`src/ghash_pkg.sv`:
```
`default_nettype none

package ghash_pkg;

   localparam int unsigned BLOCK_WIDTH     = 128;
   localparam int unsigned HALF_WIDTH      = 64;
   localparam int unsigned COUNT_WIDTH     = 5;
   localparam int unsigned BLOCK_BYTES     = 16;
   localparam int unsigned CSR_INDEX_WIDTH = 2;
   localparam int unsigned CSR_DATA_WIDTH  = 64;

   // register indexes of the configuration port
   localparam logic [CSR_INDEX_WIDTH-1:0] CSR_HASH_KEY_HI = 2'd0;
   localparam logic [CSR_INDEX_WIDTH-1:0] CSR_HASH_KEY_LO = 2'd1;
   localparam logic [CSR_INDEX_WIDTH-1:0] CSR_TAG_MASK_HI = 2'd2;
   localparam logic [CSR_INDEX_WIDTH-1:0] CSR_TAG_MASK_LO = 2'd3;

   typedef enum logic {
      ACTION_ABSORB = 1'b0,
      ACTION_DIGEST = 1'b1
   } action_type;

   // one classified item, as it sits in the queue
   typedef struct packed {
      action_type             action;
      logic [BLOCK_WIDTH-1:0] block;
   } entry_type;

   typedef struct packed {
      logic                       write_enable;
      logic [CSR_INDEX_WIDTH-1:0] index;
      logic [CSR_DATA_WIDTH-1:0]  wdata;
   } csr_write_type;

   // queue status towards front and back
   typedef struct packed {
      logic full;
      logic not_empty;
   } queue_status_type;

endpackage

`default_nettype wire

```
`src/ghash_front.sv`:
```
`default_nettype none

module ghash_front (
   input  wire logic                                    req_valid,
   output logic                                         req_stall,
   input  wire logic                                    req_action,
   input  wire logic [ghash_pkg::HALF_WIDTH-1:0]        req_block_hi,
   input  wire logic [ghash_pkg::HALF_WIDTH-1:0]        req_block_lo,
   input  wire logic [ghash_pkg::COUNT_WIDTH-1:0]       req_byte_count,
   input  wire ghash_pkg::queue_status_type             queue_status,
   output logic                                         push,
   output ghash_pkg::entry_type                         push_entry
);

   logic [ghash_pkg::COUNT_WIDTH-1:0] count_sat;
   logic [ghash_pkg::BLOCK_WIDTH-1:0] block_raw;
   logic [ghash_pkg::BLOCK_WIDTH-1:0] block_masked;

   assign req_stall = queue_status.full;
   assign push      = req_valid & ~queue_status.full;
   assign block_raw = {req_block_hi, req_block_lo};

   // counts past a whole block keep all sixteen bytes
   assign count_sat = (req_byte_count > ghash_pkg::COUNT_WIDTH'(ghash_pkg::BLOCK_BYTES))
                      ? ghash_pkg::COUNT_WIDTH'(ghash_pkg::BLOCK_BYTES) : req_byte_count;

   // byte 0 is the top byte; bytes at and past the count are zeroed
   always_comb begin
      for (int b = 0; b < ghash_pkg::BLOCK_BYTES; b++) begin
         block_masked[ghash_pkg::BLOCK_WIDTH-1-8*b -: 8] =
            (ghash_pkg::COUNT_WIDTH'(b) < count_sat)
            ? block_raw[ghash_pkg::BLOCK_WIDTH-1-8*b -: 8] : 8'h00;
      end
   end

   assign push_entry.action = ghash_pkg::action_type'(req_action);
   assign push_entry.block  = block_masked;

endmodule

`default_nettype wire

```
`config.mk`:
```
export PLATFORM = sky130hd
export DESIGN_NAME = ghash_front
export DESIGN_NICKNAME = d
export VERILOG_FILES = /design/src/ghash_pkg.sv /design/src/ghash_front.sv
export SDC_FILE = /design/constraint.sdc
export NUM_CORES = 1
export LEC_CHECK = 0
export BUFFER_PORTS_ARGS = -buffer_cell sky130_fd_sc_hd__buf_2
export CAP_MARGIN = 40
export CORE_AREA = 2 2 105 107
export DETAILED_ROUTE_END_ITERATION = 16
export DIE_AREA = 0 0 107 109
export GPL_TIMING_DRIVEN = 0
export MAX_ROUTING_LAYER = met4
export PLACE_DENSITY_LB_ADDON = 0.12
export SLEW_MARGIN = 20
export SYNTH_ARGS = -nofsm -noshare
export SYNTH_HDL_FRONTEND = slang
export SYNTH_SLANG_ARGS = --single-unit
```
`constraint.sdc`:
```
create_clock -name vclk -period 3
set_clock_uncertainty 0.05 [all_clocks]
set_input_delay 0.9 -clock vclk [all_inputs]
set_output_delay 0.9 -clock vclk [all_outputs]
set_load 0.005 [all_outputs]
```
==> metrics.txt <==
number of inserted diodes=0; share of the synthesized area in the top cell type=39.1%; worst-path maximum fanout=8; global route overflow=0; HPWL after detailed placement=around 5700 um; Max Clk Rate=between 300 and 400 MHz; Unique masters post-synth=22; antenna violations before repair=0; P&R area growth vs syn=160%; Arr. time, crit path=2.02 ns; Commonest cells post-synth=nor2b_1, a21boi_0, and2_1, and3_1, clkbuf_1; DR pass1 iterations=4; share of layout cells above drive strength 1=69.1%; GPL Wtd Cong=0.833; vias=between 2000 and 2500; num rows=38; number of global-route vias before repair=1765; seq_cells=0; total track usage=under 10%; Req. time, crit path=2.05 ns; critical path, cell by cell=clkbuf_4 > or4_4 > and3_1 > buf_2; Mapped Avg Cell Area=6.59 um2; port bufs=around 270; maximum vdd ir drop=~0.042 mV; final worst-path cycle share=roughly 100%; max_slew headroom=~66%; kind of critical path=input port to output pin; pin count of the biggest net entering global routing=11; delay of the slowest critical-path stage=0.59 ns; Critical-path top delay cell=or4_4; DRT antenna net count=0; core area=10600 um2; Layout clock buffers=0; # setup viols final=0; Leakage=0.00159 uW; DRC errors left=0; max-capacitance violation count=0; HP Class=input port to output pin; Synth Cell Area=approximately 1000 um2; Final Hold Fails=0; post-route minimum period=2.97 ns; Synth area leaders=nor2b_1, a21boi_0, and2_1, and3_1, clkbuf_1; nets@finish=566; Total Wirelength=approximately 6500 um; DIE WIDTH=107 um; initial DRC count=21; CP Launch Type=input port; post-synth top area cell=nor2b_1; register area=0 um2; Slew Viols, Final=0; RSZ-0062 raised after global routing=true; cell with the most instances after synthesis=nor2b_1; Initial Util=under 10%; Vias/cell=roughly 3.7; Least-Margin Pin Slew=0.510 ns; first-pass GRT wire length=approximately 8700 um; hold_ws=1.92 ns; cells after synthesis=158; die area=11700 um2; die height=109 um; total power=357 uW; outcome=finished, final reports clean; Hold Path Depth=2; sequential area share after synthesis=0%; Crit. End Element=output pin; Yosys Warn Count=0; IO Pins=around 270; Worst Hold End=push_entry[128]; total nets after synthesis=295; Pwr Density=132 nW/um2; Routed WL per cell=about 11 um; hold wc startpoint=req_action
## worst max-delay path by stage
| stage | start | to |
|---|---|---|
| after floorplan | req_byte_count[4] | push_entry[120] |
| after global placement | req_byte_count[4] | push_entry[125] |
| after detailed placement | req_byte_count[4] | push_entry[120] |
| after CTS | req_byte_count[0] | push_entry[58] |
| after global routing | req_byte_count[1] | push_entry[127] |
| final | req_byte_count[0] | push_entry[58] |
## per-layer routing
layer | global-route usage [%] | vias to the layer above | routed length (um)
met5 | - | - | 0
met4 | 0 | 0 | 0
met3 | 0.538 | 0 | 486
met2 | 20.0 | 133 | 3610
met1 | 10.1 | 896 | 2390
li1 | - | 1078 | -
## cell usage in the layout (no fill, tap or decap), drive strengths merged, types with 2 or more instances in the layout
master	count
buf	275
nor2b	65
a21boi	32
nor2	2
o21ai	2
and2	16
clkbuf	6
and3	16
## power by group
part           total [uW]  switching (uW)  internal (uW)
registers               0               0              0
clock network           0               0              0
logic                 357             153            203
## per-stage QoR
stage	worst slack (ns)	std cells	utilization (%)	cell area [um2]	TNS [ns]
floorplan	0.264	158	-	1040	0
global placement	-0.242	564	24.0	2550	-8.94
detailed placement	-0.249	564	24.0	2550	-9.94
CTS	0.00307	564	24.8	2630	0
global route	-0.0120	567	25.6	2710	-0.0214
finish	0.0333	567	25.6	2710	0
## what timing repair did
| action | CTS | global route |
|---|---|---|
| endpoints found under the setup margin | 96 | 76 |
| setup buffers | 1 | 3 |
| hold buffers | 0 | 0 |
| pin swaps | 1 | 3 |
| gates resized for setup | 20 | 17 |
## layout make-up
cell class / instances / area (um2)
repair buffers: 270 / 1360
well taps: 140 / 175
inverters: 1 / 3.75
fillers: 1208 / 7890
multi-input cells: 145 / 1080
plain buffers: 11 / 86.3
## worst max-delay path, delay by kind of cell
family,cells,cell delay [ns]
buf+inv,2,0.32
simple gates,2,0.80
## kinds of logic after synthesis
| kind of cell | count (synthesis) | synth area share, % |
|---|---|---|
| simple gates | 103 | 62.5 |
| buf+inv | 13 | 5.89 |
| compound gates | 42 | 31.6 |
Power figures use the tool's default switching activity.
