`src/ghash_pkg.sv`:
```
`default_nettype none

package ghash_pkg;

   localparam int unsigned BLOCK_WIDTH     = 128;
   localparam int unsigned HALF_WIDTH      = 64;
   localparam int unsigned COUNT_WIDTH     = 5;
   localparam int unsigned BLOCK_BYTES     = 16;
   localparam int unsigned CSR_INDEX_WIDTH = 2;
   localparam int unsigned CSR_DATA_WIDTH  = 64;

   // register indexes of the configuration port
   localparam logic [CSR_INDEX_WIDTH-1:0] CSR_HASH_KEY_HI = 2'd0;
   localparam logic [CSR_INDEX_WIDTH-1:0] CSR_HASH_KEY_LO = 2'd1;
   localparam logic [CSR_INDEX_WIDTH-1:0] CSR_TAG_MASK_HI = 2'd2;
   localparam logic [CSR_INDEX_WIDTH-1:0] CSR_TAG_MASK_LO = 2'd3;

   typedef enum logic {
      ACTION_ABSORB = 1'b0,
      ACTION_DIGEST = 1'b1
   } action_type;

   // one classified item, as it sits in the queue
   typedef struct packed {
      action_type             action;
      logic [BLOCK_WIDTH-1:0] block;
   } entry_type;

   typedef struct packed {
      logic                       write_enable;
      logic [CSR_INDEX_WIDTH-1:0] index;
      logic [CSR_DATA_WIDTH-1:0]  wdata;
   } csr_write_type;

   // queue status towards front and back
   typedef struct packed {
      logic full;
      logic not_empty;
   } queue_status_type;

endpackage

`default_nettype wire

```
`src/ghash_queue.sv`:
```
`default_nettype none

module ghash_queue #(
   parameter int unsigned DEPTH = 2
) (
   input  wire logic                        clock,
   input  wire logic                        reset,
   input  wire logic                        push,
   input  wire ghash_pkg::entry_type        push_entry,
   input  wire logic                        pop,
   output ghash_pkg::entry_type             head_entry,
   output ghash_pkg::queue_status_type      status
);

   localparam int unsigned PtrWidth   = (DEPTH > 1) ? $clog2(DEPTH) : 1;
   localparam int unsigned CountWidth = $clog2(DEPTH + 1);

   ghash_pkg::entry_type    store_ff [DEPTH];
   logic [PtrWidth-1:0]     wptr_ff, wptr_in;
   logic [PtrWidth-1:0]     rptr_ff, rptr_in;
   logic [CountWidth-1:0]   count_ff, count_in;

   assign status.full      = (count_ff == CountWidth'(DEPTH));
   assign status.not_empty = (count_ff != '0);
   assign head_entry       = store_ff[rptr_ff];

   always_comb begin
      wptr_in  = wptr_ff;
      rptr_in  = rptr_ff;
      count_in = count_ff;
      if (push) begin
         wptr_in = (wptr_ff == PtrWidth'(DEPTH - 1)) ? '0 : wptr_ff + 1'b1;
      end
      if (pop) begin
         rptr_in = (rptr_ff == PtrWidth'(DEPTH - 1)) ? '0 : rptr_ff + 1'b1;
      end
      if (push && !pop) begin
         count_in = count_ff + 1'b1;
      end else if (pop && !push) begin
         count_in = count_ff - 1'b1;
      end
   end

   always_ff @(posedge clock) begin
      if (reset) begin
         wptr_ff  <= '0;
         rptr_ff  <= '0;
         count_ff <= '0;
      end else begin
         wptr_ff  <= wptr_in;
         rptr_ff  <= rptr_in;
         count_ff <= count_in;
      end
   end

   always_ff @(posedge clock) begin
      if (push) begin
         store_ff[wptr_ff] <= push_entry;
      end
   end

endmodule

`default_nettype wire

```
`config.mk`:
```
export PLATFORM = sky130hd
export DESIGN_NAME = ghash_queue
export DESIGN_NICKNAME = d
export VERILOG_FILES = /design/src/ghash_pkg.sv /design/src/ghash_queue.sv
export SDC_FILE = /design/constraint.sdc
export NUM_CORES = 1
export LEC_CHECK = 0
export BUFFER_PORTS_ARGS = -buffer_cell sky130_fd_sc_hd__buf_2
export CAP_MARGIN = 20
export CORE_MARGIN = 2
export CORE_UTILIZATION = 55
export CTS_BUF_LIST = sky130_fd_sc_hd__clkbuf_4 sky130_fd_sc_hd__clkbuf_8
export DETAILED_ROUTE_END_ITERATION = 8
export PLACE_DENSITY = 0.83
export SLEW_MARGIN = 20
export SYNTH_ARGS = -nofsm -noshare
export SYNTH_HDL_FRONTEND = slang
export SYNTH_SLANG_ARGS = --single-unit
```
`constraint.sdc`:
```
create_clock -name clock -period 12.4 [get_ports clock]
set_input_delay 2.48 -clock clock [delete_from_list [all_inputs] [get_ports clock]]
set_output_delay 2.48 -clock clock [all_outputs]
set_load 0.02 [all_outputs]
```
==> results of run 1 <==
==> sequential cells by signal, indices dropped and copies added (netlist names), named ones only <==
register / flops
rptr_ff: 1
store_ff: 258
count_ff: 2
wptr_ff: 1
==> stage by stage <==
stage / power [mW] / worst slack [ns] / hold slack, ns
2_1_floorplan: 1.24 / 3.69 / 0.457
3_3_place_gp: 1.31 / 7.60 / 0.475
3_5_place_dp: 1.32 / 7.57 / 0.496
4_1_cts: 1.99 / 7.03 / 0.506
5_1_grt: 2.04 / 6.88 / 0.534
6_report: 1.96 / 7.08 / 0.508
==> where the power goes <==
group,leakage (nW),internal [mW],switching [mW]
logic,1.60,0.0961,0.141
registers,2.46,1.04,0.0203
clock network,0.411,0.375,0.290
==> area by class of cell <==
type / count / area (µm²)
multi-input cells: 145 / 1570
fillers: 1146 / 5300
well taps: 225 / 282
clock buffers: 62 / 734
flip-flops and latches: 263 / 7850
repair buffers: 267 / 1350
inverters: 1 / 3.75
clock inverters: 7 / 32.5
==> synth_stat cells <==
| library cell | n |
|---|---|
| or3_1 | 1 |
| and2_1 | 1 |
| o21ai_0 | 1 |
| edfxtp_1 | 258 |
| ha_1 | 1 |
| a21oi_1 | 1 |
| and2b_1 | 1 |
| or2_2 | 1 |
| buf_2 | 1 |
| dfxtp_1 | 5 |
| buf_6 | 13 |
| inv_1 | 1 |
| nor2b_1 | 1 |
| xor2_1 | 2 |
| mux2_2 | 129 |
| nor2_1 | 4 |
| xnor2_1 | 2 |
==> worst paths after layout <==
path / depth (start not counted) / to / start
worst max-delay path: 3 / head_entry[70] / flip-flop
worst min register to register: 2 / count_ff[1]$_SDFFE_PP0P_ / count_ff[1]$_SDFFE_PP0P_
worst max register to register: 2 / store_ff[1][18]$_DFFE_PP_ / wptr_ff$_SDFFE_PP0P_
worst min-delay path: 2 / count_ff[1]$_SDFFE_PP0P_ / count_ff[1]$_SDFFE_PP0P_
==> critical path: cells and delay by family, from the launching register on <==
family                 cells  cell delay [ns]
buffers and inverters      2             1.00
DFF                        1             0.84
muxes                      1             0.44
==> routing by layer <==
layer / vias to the layer above / global-route usage (%)
li1: 2277 / -
met1: 2440 / 22.1
met2: 206 / 31.6
met3: 40 / 6.82
met4: 4 / 6.37
met5: - / 0
==> cell families after synthesis <==
| family | share of synthesized area, % |
|---|---|
| AOI/OAI and AO/OA | 0.105 |
| xor gates and xnor gates | 0.367 |
| adders and majority gates | 0.131 |
| buffers and inverters | 1.62 |
| DFF | 82.1 |
| muxes | 15.2 |
| and+or+nand+nor | 0.497 |
==> flow_metrics.tcl, run 1 <==
set metrics [dict create \
    slowest_delay_ns 0.84 \
    final_antenna_net_count 0 \
    wl_um 17900 \
    cts_tree "yes" \
    crit_chain "buf_4 > mux2_2 > buf_2" \
    place.gp.congestion 0.732 \
    status "finished, final reports clean" \
    grt_setup_unrepaired "false" \
    synthTopCellsByArea "edfxtp_1 (81%), mux2_2 (15%), buf_6 (1.5%)" \
    root_buffer "clkbuf_8" \
    hold_buffers 0 \
    end_kind "primary output" \
    wl_met2_um 9060 \
    placed_area_um2 11100 \
    io_buffers 263 \
    p_leak_nw 4.47 \
    ir_drop_v 0.000114 \
    maxSlewViolCount 0 \
    remaining_drc_errors 0 \
    antenna_found_initial 2 \
    rows 48 \
    vias 4967 \
    die_h_um 136 \
    ctsHtreeMaxLevel 2 \
    yosysWarnings 0 \
    cts-resized-gates 0 \
    drive_above_1_share_pct 62.4 \
    slew_headroom_pct 38.3 \
    final_hold_viol_count 0 \
    skew_ns 0.00909 \
    wl_per_cell_um 18.5 \
    dp_hpwl_um 11600 \
    yosysUniqueCellTypes 17 \
    diodes 0 \
    core_um2 17100 \
    wl_met3_um 1640 \
    r2r_slack_ns 10.03 \
    numCtsBuffers 42 \
    nets 854 \
    first_global_vias 5157 \
    syn_to_final_growth_pct 23.6 \
    cp.arrival_ns 2.84 \
    tightestPinTransition_ns 0.925 \
    drtIter0Drc 254 \
    layoutNonFillerInstCount 970 \
    max_freq_mhz 188 \
    min_period_over_period_pct 42.9 \
    post_cts_buffers 0 \
    hold_class "reg2reg" \
    crit_fanout 71 \
    cts_sinks 263 \
    ys_seq_area_share_pct 82.1 \
    synthDominantCellAreaShare_pct 81.0 \
    cts.path.max_buffers 3 \
    maxCapViolations 0 \
    syn-num-nets 557 \
    layout_common_cells "buf_2 (263), edfxtp_1 (258), mux2_2 (129)" \
    grt_pass1_wl_um 26200 \
    tns_ns 0 \
    wl_met1_um 6850 \
    grt_max_degree 72 \
    post_drt_via_cell_ratio 5.12 \
    clk_latency_ns 0.50 \
    die-area_um2 18500 \
    postLayoutCoreUtil_pct 69.0 \
    grt_overflow_total 0 \
    cp-start-kind "flip-flop" \
    grt_usage_pct 18.6 \
    yosysTopAreaCell "edfxtp_1" \
    critPathKind "reg2out" \
    ys_seq_elements 263 \
    setup_viol 0 \
    top_layer "met5" \
    final_common_cell "buf_2" \
    final_area_um2 11800 \
    placed_cells 901 \
    io_pins 264 \
    start_util_pct 55.9 \
    p_per_area_nw_per_um2 166 \
    clkTransAtPathRegs_ns 0.05 \
    dieWidth_um 136 \
    avgSynthCellArea_um2 22.6 \
    synth_area_um2 9560 \
    syn_inst 423 \
    crit_slowest_cell "dfxtp_4" \
    cp.required_ns 9.92 \
    min_period_ns 5.32 \
    dr.pass1.iters 4 \
]
Power figures use the tool's default switching activity.
==> inputs of run 2 (changes only) <==
Settings changed: CORE_UTILIZATION 55 to 54, PLACE_DENSITY 0.83 to 0.82.
Clock period 12.4 ns to 5.6 ns, I/O delays scaled along.
==> run 2 against run 1 <==
Against the previous run: clock-buffer cell count shrank 1; clock skew shrank 0.0020 ns; power rose by 120%; global-route usage fell by 0.44 points; combinational power up 120%; cell count is 0.72% higher; clock power up 130%; largest cell class unchanged; die area grew 1.8%.
==> flow_metrics.tcl, run 2 (same netlist as run 1, synthesis figures left out) <==
set metrics [dict create \
    cp.arrival_ns 2.69 \
    cp_top_family "flip-flops" \
    cp-start-kind "flip-flop" \
    largestRegisters "store_ff: 258 flops, count_ff: 2 flops" \
    crit_slowest_cell "dfxtp_4" \
    cts-resized-gates 0 \
    min_period_ns 3.81 \
    post_drt_via_cell_ratio 5.12 \
    critPathBufInv 2 \
    dr.pass1.iters 4 \
    numCtsBuffers 41 \
    core_um2 17300 \
    final_hold_viol_count 0 \
    placed_area_um2 11100 \
    cts.path.max_buffers 3 \
    maxCapViolations 0 \
    post_cts_buffers 0 \
    root_buffer "clkbuf_8" \
    grt_pass1_wl_um 25700 \
    rows 48 \
    dp_hpwl_um 12100 \
    syn_to_final_growth_pct 24.0 \
    tns_ns 0 \
    setup_viol 0 \
    grt_max_degree 77 \
    remaining_drc_errors 0 \
    drtIter0Drc 247 \
    slew_headroom_pct 29.8 \
    hold_class "reg2reg" \
    wl_um 18000 \
    largest_reg_flops 258 \
    first_global_vias 5194 \
    antenna_found_initial 2 \
    end_kind "primary output" \
    nets 855 \
    cts_tree "yes" \
    p_per_area_nw_per_um2 369 \
    ir_drop_v 0.000238 \
    critPathKind "reg2out" \
    grt_overflow_total 0 \
    dieWidth_um 137 \
    ctsHtreeMaxLevel 2 \
    io_pins 264 \
    clkTransAtPathRegs_ns 0.06 \
    hold_buffers 0 \
    regMostFlops "store_ff" \
    status "finished, final reports clean" \
    clk_latency_ns 0.52 \
    crit_fanout 61 \
    cp.required_ns 4.48 \
    vias 4998 \
    layout_common_cells "buf_2 (263), edfxtp_1 (258), mux2_2 (129)" \
    die-area_um2 18800 \
    io_buffers 263 \
    grt_setup_unrepaired "false" \
    final_antenna_net_count 0 \
    wl_per_cell_um 18.4 \
    start_util_pct 55.3 \
    cts_sinks 263 \
    maxSlewViolCount 0 \
    crit_chain "buf_4 > mux2_2 > buf_2" \
    max_freq_mhz 262 \
    final_common_cell "buf_2" \
    grt_usage_pct 18.2 \
    skew_ns 0.00711 \
    min_period_over_period_pct 68.1 \
    place.gp.congestion 0.780 \
    tightestPinTransition_ns 1.05 \
    final_area_um2 11900 \
    p_leak_nw 4.49 \
    die_h_um 137 \
    drive_above_1_share_pct 61.9 \
    slowest_delay_ns 0.86 \
]
-- run 2: area by class of cell --
class | instances | area [µm²]
antenna | 1 | 2.50
clock buffer | 61 | 739
clock inverter | 12 | 50.0
fill | 1119 | 5440
inverter | 1 | 3.75
multi-input combinational | 145 | 1570
sequential | 263 | 7850
tap | 225 | 282
timing repair buffer | 269 | 1360
-- run 2: worst paths after layout --
kind | depth (start not counted) | from | slack [ns] | end
worst min register to register | 2 | count_ff[1]$_SDFFE_PP0P_ | 0.53 | count_ff[1]$_SDFFE_PP0P_
worst max-delay path | 3 | flip-flop | 1.79 | head_entry[112]
worst max register to register | 2 | wptr_ff$_SDFFE_PP0P_ | 3.32 | store_ff[1][40]$_DFFE_PP_
worst min-delay path | 2 | count_ff[1]$_SDFFE_PP0P_ | 0.53 | count_ff[1]$_SDFFE_PP0P_
-- run 2: stage by stage --
step | setup slack, ns | power [mW] | utilization [%] | cells | hold WS, ns
5_1_grt | 1.62 | 4.54 | 68.6 | 977 | 0.593
4_1_cts | 1.74 | 4.43 | 68.5 | 976 | 0.536
6_report | 1.79 | 4.38 | 68.6 | 977 | 0.531
2_1_floorplan | 0.679 | 2.73 | - | 423 | 0.457
3_5_place_dp | 2.31 | 2.92 | 64.0 | 903 | 0.526
3_3_place_gp | 2.33 | 2.89 | 64.0 | 903 | 0.472
-- run 2: tightest hold or removal path, cell delays in order (launching register included) --
cell     delay [ns]
dfxtp_1        0.33
o21ai_0        0.08
a21oi_1        0.07
-- run 2: power breakdown --
group | internal, mW | switching (mW)
clock network | 0.840 | 0.665
registers | 2.30 | 0.0451
logic | 0.214 | 0.314
-- run 2: per-layer routing --
layer / track usage [%] / wire, µm / share of wire, % / vias up
met2: 31.5 / 9420 / 52 / 223
met5: 0 / 13 / 0.072 / -
met3: 6.48 / 1670 / 9.2 / 39
li1: - / - / - / 2294
met1: 20.5 / 6480 / 36 / 2440
met4: 7.62 / 440 / 2.4 / 2
